<file path="src/rtl/cpsi_pkg.sv">
`timescale 1ns / 1ps
// ----------------------------------------------------------------------------
// cpsi_pkg
// Shared types and constants of the circular peak search with parabolic
// interpolation: controller states, result field widths and result packing.
// ----------------------------------------------------------------------------
package cpsi_pkg;

  // Configuration register
  localparam int CFG_W = 32;

  // Result fields
  localparam int LAG_W  = 8;
  localparam int FRAC_W = 9;
  localparam int PWR_W  = 32;
  localparam int DT_W   = 48;

  localparam int LAG_LSB  = 0;
  localparam int FRAC_LSB = LAG_LSB + LAG_W;
  localparam int PWR_LSB  = FRAC_LSB + FRAC_W;
  localparam int DT_LSB   = PWR_LSB + PWR_W;
  localparam int OUT_BITS = DT_LSB + DT_W;
  localparam int OUT_TDW  = ((OUT_BITS + 7) / 8) * 8;
  localparam int OUT_PAD  = OUT_TDW - OUT_BITS;

  // Power saturation limit, one bit wider than the power field
  localparam logic [PWR_W:0] PWR_MAX = {1'b0, {PWR_W{1'b1}}};

  // Signed 48-bit limits of delta_t
  localparam logic signed [DT_W-1:0] DT_MAX = {1'b0, {(DT_W-1){1'b1}}};
  localparam logic signed [DT_W-1:0] DT_MIN = {1'b1, {(DT_W-1){1'b0}}};

  // Fractional offset in Q.8, clamped to plus or minus one half
  localparam int FRAC_STEPS = 7;
  localparam logic signed [FRAC_W-1:0] FRAC_HALF = 9'sd128;

  // Steps of the bit-serial time scale multiply
  localparam int MUL_STEPS = CFG_W;

  typedef enum logic [8:0] {
    S_IDLE = 9'b000000001,
    S_SQR  = 9'b000000010,
    S_UPD  = 9'b000000100,
    S_FIN  = 9'b000001000,
    S_CMP  = 9'b000010000,
    S_DIV  = 9'b000100000,
    S_FINE = 9'b001000000,
    S_MUL  = 9'b010000000,
    S_OUT  = 9'b100000000
  } state_t;

endpackage

</file>
<file path="src/rtl/circular_peak_search_interp.sv">
`timescale 1ns / 1ps
// ----------------------------------------------------------------------------
// circular_peak_search_interp
// Peak search over one circular impulse-response window with parabolic
// refinement of the peak lag, built from bit-serial arithmetic.
// ----------------------------------------------------------------------------
// Usage:
//   s_axis carries one complex sample per transaction, lag -WINDOW_HALF first;
//   tlast marks the final sample of the window and triggers one result on
//   m_axis. Samples past 2*WINDOW_HALF before tlast are ignored.
//   cfg carries time_scale; write it only while the block is idle.
// Samples are worked on one at a time: s_axis_tready stays low until the
//   power of the taken sample is formed and the window state updated. The power
//   is formed by a shift-and-add squarer that takes one multiplier bit per cycle.
// Result path after tlast: FIN, CMP, 7 restoring quotient steps when the
//   interpolation division runs, FINE, 32 bit-serial time_scale multiply steps, OUT.
// Reset clears the window state and the output valid; time_scale returns to 1.
// A stalled receiver holds the result in the output register; the block keeps
//   taking samples and waits only when a second result is ready to load.
// ----------------------------------------------------------------------------
module circular_peak_search_interp #(
  parameter int WINDOW_HALF = 80,
  parameter int SEARCH_HALF = 72,
  parameter int SAMPLE_BITS = 16
) (
  input  logic                                 clk,
  input  logic                                 rst,
  input  logic                                 s_axis_tvalid,
  output logic                                 s_axis_tready,
  // [SAMPLE_BITS-1:0] sample_re, [2*SAMPLE_BITS-1:SAMPLE_BITS] sample_im, zero pad
  input  logic [((2*SAMPLE_BITS+7)/8)*8-1:0]   s_axis_tdata,
  input  logic                                 s_axis_tlast,   // last_sample
  output logic                                 m_axis_tvalid,
  input  logic                                 m_axis_tready,
  // [7:0] peak_lag, [16:8] frac_offset, [48:17] peak_power, [96:49] delta_t, zero pad
  output logic [cpsi_pkg::OUT_TDW-1:0]         m_axis_tdata,
  input  logic                                 cfg_valid,
  output logic                                 cfg_ready,
  input  logic [cpsi_pkg::CFG_W-1:0]           cfg_data        // time_scale
);
  import cpsi_pkg::*;

  localparam int SB      = SAMPLE_BITS;
  localparam int SQW     = 2 * SB;
  localparam int WIN_LEN = 2 * WINDOW_HALF;
  localparam int REG_LO  = (WINDOW_HALF > SEARCH_HALF) ? WINDOW_HALF - SEARCH_HALF : 0;
  localparam int REG_HI  = (SEARCH_HALF < WINDOW_HALF) ? WINDOW_HALF + SEARCH_HALF : WIN_LEN;
  localparam int POSW    = $clog2(WIN_LEN + 1);
  localparam int LAGW    = POSW + 1;
  localparam int FINEW   = LAGW + 9;
  localparam int MACCW   = FINEW + 1 + CFG_W;
  localparam int XW      = (MACCW > DT_W) ? MACCW : DT_W;
  localparam int SATW    = (SQW > PWR_W) ? SQW : PWR_W + 1;
  localparam int MAXC    = (SB > MUL_STEPS) ? SB : MUL_STEPS;
  localparam int CNTW    = $clog2(MAXC);

  state_t state;
  logic [CNTW-1:0] cnt;
  logic [CFG_W-1:0] time_scale;

  // squarer
  logic [SB-1:0]  mplr_re, mplr_im;
  logic [SQW-1:0] mcand_re, mcand_im, sq_acc;
  logic           last_q;

  // window state
  logic [POSW-1:0]  position, best_position;
  logic [PWR_W-1:0] best_power, pwr_before, pwr_after, prev_power;
  logic             capture_next, found_any;

  // result path
  logic signed [LAGW-1:0]   lag_q;
  logic [PWR_W-1:0]         peak_q;
  logic                     interp_q, neg_q;
  logic [PWR_W-1:0]         div_a;
  logic [PWR_W+1:0]         div_d;
  logic [PWR_W+2:0]         div_r;
  logic [FRAC_STEPS-1:0]    div_q;
  logic signed [FRAC_W-1:0] frac_q;
  logic signed [MACCW-1:0]  mul_mcand, mul_acc;
  logic [CFG_W-1:0]         ts_sh;

  // combinational helpers
  logic signed [SB-1:0]     in_re, in_im;
  logic [SB-1:0]            mag_re, mag_im;
  logic [SQW-1:0]           sq_next;
  logic [SATW-1:0]          sq_ext;
  logic [PWR_W-1:0]         pw;
  logic                     in_reg, take_peak, interp_ok;
  logic signed [PWR_W:0]    diff;
  logic signed [PWR_W+2:0]  denom;
  logic [PWR_W+2:0]         div_r2;
  logic                     div_ge;
  logic [FRAC_STEPS-1:0]    div_q_next;
  logic signed [FINEW-1:0]  fine;
  logic signed [FINEW:0]    neg_fine;
  logic signed [MACCW-1:0]  mul_next;
  logic signed [XW-1:0]     mul_ext;
  logic signed [DT_W-1:0]   dt;
  logic                     out_load;

  assign s_axis_tready = (state == S_IDLE);
  assign cfg_ready     = 1'b1;

  always_comb begin
    in_re  = s_axis_tdata[SB-1:0];
    in_im  = s_axis_tdata[2*SB-1:SB];
    mag_re = in_re[SB-1] ? SB'(-in_re) : SB'(in_re);
    mag_im = in_im[SB-1] ? SB'(-in_im) : SB'(in_im);

    sq_next = sq_acc + (mplr_re[0] ? mcand_re : '0) + (mplr_im[0] ? mcand_im : '0);
    sq_ext  = SATW'(sq_acc);
    pw      = (sq_ext > SATW'(PWR_MAX)) ? {PWR_W{1'b1}} : sq_ext[PWR_W-1:0];

    in_reg    = (position >= POSW'(REG_LO)) && (position < POSW'(REG_HI));
    take_peak = in_reg && (!found_any || (pw > best_power));

    // parabola through the neighbors of the peak
    diff  = $signed({1'b0, pwr_before}) - $signed({1'b0, pwr_after});
    denom = $signed({3'b000, pwr_before}) + $signed({3'b000, pwr_after})
            - $signed({2'b00, best_power, 1'b0});
    interp_ok = found_any && !capture_next
                && (best_position > POSW'(REG_LO))
                && (({1'b0, best_position} + (POSW+1)'(1)) < (POSW+1)'(REG_HI))
                && denom[PWR_W+2];

    // one restoring quotient bit
    div_r2     = {div_r[PWR_W+1:0], 1'b0};
    div_ge     = div_r2 >= {1'b0, div_d};
    div_q_next = {div_q[FRAC_STEPS-2:0], div_ge};

    fine     = (FINEW'(lag_q) <<< 8) + FINEW'(frac_q);
    neg_fine = -((FINEW+1)'(fine));

    mul_next = mul_acc + (ts_sh[0] ? mul_mcand : '0);
    mul_ext  = XW'(mul_acc);
    if (mul_ext > XW'(DT_MAX)) begin
      dt = DT_MAX;
    end else if (mul_ext < XW'(DT_MIN)) begin
      dt = DT_MIN;
    end else begin
      dt = mul_ext[DT_W-1:0];
    end

    out_load = (state == S_OUT) && (!m_axis_tvalid || m_axis_tready);
  end

  always_ff @(posedge clk) begin
    if (rst) begin
      state         <= S_IDLE;
      cnt           <= '0;
      time_scale    <= CFG_W'(1);
      m_axis_tvalid <= 1'b0;
      position      <= '0;
      best_position <= '0;
      best_power    <= '0;
      pwr_before    <= '0;
      pwr_after     <= '0;
      prev_power    <= '0;
      capture_next  <= 1'b0;
      found_any     <= 1'b0;
    end else begin
      if (cfg_valid) begin
        time_scale <= cfg_data;
      end
      if (out_load) begin
        m_axis_tvalid <= 1'b1;
      end else if (m_axis_tready) begin
        m_axis_tvalid <= 1'b0;
      end

      case (state)
        S_IDLE: begin
          if (s_axis_tvalid) begin
            mplr_re  <= mag_re;
            mplr_im  <= mag_im;
            mcand_re <= SQW'(mag_re);
            mcand_im <= SQW'(mag_im);
            sq_acc   <= '0;
            last_q   <= s_axis_tlast;
            cnt      <= '0;
            state    <= S_SQR;
          end
        end
        S_SQR: begin
          sq_acc   <= sq_next;
          mcand_re <= mcand_re << 1;
          mcand_im <= mcand_im << 1;
          mplr_re  <= mplr_re >> 1;
          mplr_im  <= mplr_im >> 1;
          cnt      <= cnt + CNTW'(1);
          if (cnt == CNTW'(SB - 1)) begin
            state <= S_UPD;
          end
        end
        S_UPD: begin
          if (position < POSW'(WIN_LEN)) begin
            if (take_peak) begin
              best_power    <= pw;
              best_position <= position;
              pwr_before    <= prev_power;
              capture_next  <= 1'b1;
              found_any     <= 1'b1;
            end else if (capture_next) begin
              pwr_after    <= pw;
              capture_next <= 1'b0;
            end
            prev_power <= pw;
            position   <= position + POSW'(1);
          end
          state <= last_q ? S_FIN : S_IDLE;
        end
        S_FIN: begin
          // an empty search gives lag 0, power 0 and no interpolation
          lag_q    <= found_any ? $signed({1'b0, best_position}) - LAGW'(WINDOW_HALF) : '0;
          peak_q   <= found_any ? best_power : '0;
          interp_q <= interp_ok;
          neg_q    <= !diff[PWR_W] && (diff != '0);
          div_a    <= diff[PWR_W] ? PWR_W'(-diff) : diff[PWR_W-1:0];
          div_d    <= (PWR_W+2)'(-denom);
          position      <= '0;
          best_position <= '0;
          best_power    <= '0;
          pwr_before    <= '0;
          pwr_after     <= '0;
          prev_power    <= '0;
          capture_next  <= 1'b0;
          found_any     <= 1'b0;
          state         <= S_CMP;
        end
        S_CMP: begin
          if (!interp_q) begin
            frac_q <= '0;
            state  <= S_FINE;
          end else if ({2'b00, div_a} >= div_d) begin
            // quotient reaches one half: clamp
            frac_q <= neg_q ? -FRAC_HALF : FRAC_HALF;
            state  <= S_FINE;
          end else begin
            div_r <= {3'b000, div_a};
            div_q <= '0;
            cnt   <= '0;
            state <= S_DIV;
          end
        end
        S_DIV: begin
          div_r <= div_ge ? div_r2 - {1'b0, div_d} : div_r2;
          div_q <= div_q_next;
          cnt   <= cnt + CNTW'(1);
          if (cnt == CNTW'(FRAC_STEPS - 1)) begin
            frac_q <= neg_q ? -$signed({2'b00, div_q_next}) : $signed({2'b00, div_q_next});
            state  <= S_FINE;
          end
        end
        S_FINE: begin
          mul_mcand <= MACCW'(neg_fine);
          mul_acc   <= '0;
          ts_sh     <= time_scale;
          cnt       <= '0;
          state     <= S_MUL;
        end
        S_MUL: begin
          mul_acc   <= mul_next;
          mul_mcand <= mul_mcand <<< 1;
          ts_sh     <= ts_sh >> 1;
          cnt       <= cnt + CNTW'(1);
          if (cnt == CNTW'(MUL_STEPS - 1)) begin
            state <= S_OUT;
          end
        end
        S_OUT: begin
          if (out_load) begin
            m_axis_tdata <= {{OUT_PAD{1'b0}}, dt, peak_q, frac_q, LAG_W'(lag_q)};
            state        <= S_IDLE;
          end
        end
        default: begin
          state <= S_IDLE;
        end
      endcase
    end
  end

endmodule

</file>
<file path="config.mk">
export PLATFORM = sky130hd
export DESIGN_NAME = circular_peak_search_interp
export DESIGN_NICKNAME = d
export VERILOG_FILES = /design/src/rtl/cpsi_pkg.sv /design/src/rtl/circular_peak_search_interp.sv
export SDC_FILE = /design/constraint.sdc
export NUM_CORES = 2
export LEC_CHECK = 0
export ABC_AREA = 1
export BUFFER_PORTS_ARGS = -buffer_cell sky130_fd_sc_hd__buf_2
export CORE_ASPECT_RATIO = 1.25
export CORE_MARGIN = 4
export CORE_UTILIZATION = 55
export CTS_CLUSTER_DIAMETER = 150
export DETAILED_ROUTE_END_ITERATION = 10
export GPL_TIMING_DRIVEN = 0
export PLACE_DENSITY = 0.83
export RECOVER_POWER = 100
export REMOVE_ABC_BUFFERS = 1
export SETUP_SLACK_MARGIN = 0.3
export SYNTH_ARGS = -nofsm -noshare
export SYNTH_HDL_FRONTEND = slang
export SYNTH_SLANG_ARGS = --single-unit
</file>
<file path="constraint.sdc">
create_clock -name clk -period 26.3 [get_ports clk]
set_clock_uncertainty 0.15 [all_clocks]
set_input_delay 3.945 -clock clk [delete_from_list [all_inputs] [get_ports clk]]
set_output_delay 3.945 -clock clk [all_outputs]
set_load 0.01 [all_outputs]
</file>
==> summary.txt <==
Total negative slack -> 0 ps
Post-Place Cells -> 7204
DR WL/cell -> 17.2 microns
CTS Sinks -> 710
Synthesis-to-finish area growth -> 8.65%
Ratio of cells with drive above 1 in the final layout -> 3.96%
Failing checks -> max-capacitance violations, max-slew violations
Fin. Hold Viols -> 0
Gr usage total -> 28.2%
Antenna diodes -> 0
CP cell instances -> clkbuf_1, clkbuf_1, nor2_1, clkbuf_1, clkbuf_1, clkbuf_1
Core Footprint -> 0.0831 sq mm
Synth top area cells -> edfxtp_1 34%, nand2_1 15%, dfxtp_1 8.4%
Critical R2R Launch -> state[6]$_SDFFE_PP0P_
Number of vias per cell -> 5.46
CP Class -> input pin to flop
Leakage -> 24.7 nW
Clk buf depth -> 3
Critical Path AT -> 11720 ps
Post-CTS Setup Bufs -> 0
Skew-Pair Late Insertion Delay -> 660 ps
Setup slack, reg-to-reg -> 18230 ps
First-pass GRT wire length -> 202000 microns
Number of distinct library cells after synthesis -> 56
Initial antenna violation count -> 0
Non-Filler Instances -> 7340
WHS Path Cells -> 0
Total power draw -> 0.00312 W
Die H -> 332 microns
Post-route DRC violation count -> 0
Worst slew margin -> -152%
First-iteration detailed-routing DRC count -> 3231
Via count -> 40100
Nets -> 6620
Clock power share -> 34.4%
TritonCTS clock tree -> yes
Pwr dens -> 62.2 mW/mm^2
DIE AREA -> 0.0887 sq mm
Hold Buf Count CTS -> 0
Worst Path Required -> 26250 ps
Top FF cell, synth -> edfxtp_1
FF-to-FF End -> mcand_im[16]$_SDFFCE_PN0P_
Syn Inst Count -> 6064
Fin crit share -> 44.8%
Register area share after synthesis -> 42.0%
Die Wd -> 267 microns
Pin slew with the least headroom to its limit -> 3780 ps
Worst reg2reg path depth -> 9
Switching power -> 0.000982 W
Syn. warnings -> 0
Hold Path Origin -> peak_q[0]$_SDFFCE_PN0P_
Synth Area per Inst -> 7.61 sq um
Mapped cell area -> 0.0462 sq mm
WHS Endpoint -> m_axis_tdata[17]$_DFFE_PP_
Max IR drop VDD -> 0.0707 mV
H-tree Lvls -> 3
Fmax -> 84.9 MHz
CTS Buf Count -> 73
Worst setup SP type -> input pin
Num ports -> 177
Vias in the first global route -> 39800
Int Power -> 0.00214 W
Most frequent CP cell -> clkbuf_1
RSZ-0062 raised after global routing -> no
Post-cts sizing count -> 0
Crit path largest cell delay -> 2670 ps
Routed Antenna Nets -> 0
Post-Route WL -> 126000 microns
Combinational Power Share -> 21.5%
Placer congestion estimate -> 0.996
Top-count cell post-synth -> nand2_1
Row cnt -> 118
EDFF count, synth -> 517
Share of power burned in registers -> 44.0%
Detailed Routing Iterations Pass 1 -> 6
DP HPWL -> 97500 microns
Initial Utilization -> 55.6%
Worst Setup SP -> rst
IO buf count -> 168
Gr ovfl total -> 0
Sw Share -> 31.4%
Top cell type's share of synthesized area -> 33.6%
Status -> finished, violations left
Commonest cells post-synth -> 1804 x nand2_1, 971 x inv_1, 573 x nor2_1
Number of max-cap violations -> 24
Largest net degree at the start of global routing -> 91
Crit. End Element -> flop
Slew Viols, Final -> 943
Worst-path clk slew -> 60 ps
CTS root buffer -> clkbuf_16
Async SR Flop Fraction -> 0%
Final worst path period need -> 11770 ps
Number of synthesized register bits -> 710
Final setup viols -> 0
Worst hold-check path type -> flop to flop
Crit-path max FO -> 76
Synth area leader -> edfxtp_1
Crit-path slowest cell -> clkbuf_1
## state kept, by name, summed over array words and instances, names as in the netlist, 16 cells and up
register / flops
best_power: 32
div_a: 32
div_d: 33
div_r: 34
m_axis_tdata: 97
mcand_im: 32
mcand_re: 32
mplr_im: 16
mplr_re: 16
mul_acc: 51
mul_mcand: 51
peak_q: 32
prev_power: 32
pw: 32
pwr_after: 32
pwr_before: 32
time_scale: 32
ts_sh: 32
## metal layers
| layer | track usage (%) | vias to the layer above | share of wire [%] |
|---|---|---|---|
| met4 | 17.9 | 0 | 7.3 |
| met5 | 0 | - | 0 |
| met3 | 2.73 | 423 | 4.7 |
| met2 | 50.9 | 1269 | 51 |
| li1 | - | 19900 | - |
| met1 | 31.6 | 18500 | 37 |
## cell families (layout without fill, tap and decap cells)
group	Yosys count	after routing	synth area share, %
simple gates	2886	2886	25.7
buf+inv	1132	1322	9.36
compound gates	889	889	10.6
flops	710	710	42.0
fa+ha+maj	350	350	10.6
xor+xnor	95	95	1.83
other cells	2	8	0.0163
## critical path: cells and delay by family
kind | cells | cell delay [ps]
simple gates | 1 | 1580
buf+inv | 5 | 6010
## power groups by stage
stage	sequential (W)	combinational, W	clock [W]
floorplan	0.00139	0.000477	0
global placement	0.00142	0.000627	0
detailed placement	0.00139	0.000665	0
CTS	0.00137	0.000678	0.00109
global route	0.00138	0.000763	0.00113
finish	0.00137	0.000672	0.00107
## worst max-delay path by stage
stage / to / slack, ps
5_1_grt: peak_q[23]$_SDFFCE_PN0P_ / 13750
2_1_floorplan: m_axis_tdata[0]$_DFFE_PP_ / 14420
3_3_place_gp: m_axis_tdata[46]$_DFFE_PP_ / 9070
4_1_cts: mplr_re[15]$_SDFFCE_PP0P_ / 20120
3_5_place_dp: mcand_im[17]$_SDFFCE_PN0P_ / 19460
6_report: peak_q[27]$_SDFFCE_PN0P_ / 14530
## cell type report
class / instances / area, sq um
Fill cell: 7321 / 33000
Multi-Input combinational cell: 4228 / 22300
Sequential cell: 710 / 19400
Inverter: 985 / 3700
Clock buffer: 101 / 2150
Tap cell: 1080 / 1350
Timing Repair Buffer: 202 / 905
Clock inverter: 34 / 329
## through the flow
step	hold slack, ps	area (sq um)	utilization [%]	worst slack (ps)
2_1_floorplan	250	45600	-	14420
4_1_cts	266	50900	61.3	20120
3_3_place_gp	251	47800	57.5	9070
3_5_place_dp	255	48400	58.3	19460
6_report	268	50200	60.4	14530
5_1_grt	273	50200	60.4	13750
## layout by cell type (no fill, tap or decap), types with 68 or more instances in the layout
cell       Yosys  layout
a21oi_1      433     436
buf_2         27      68
clkbuf_1     100     139
clkbuf_16      0      79
dfxtp_1      193     193
edfxtp_1     517     517
ha_1         284     284
inv_1        971     976
nand2_1     1804    1816
nand3_1      276     277
nor2_1       573     583
o21ai_0      281     284
(Power assumes the default switching activity.)
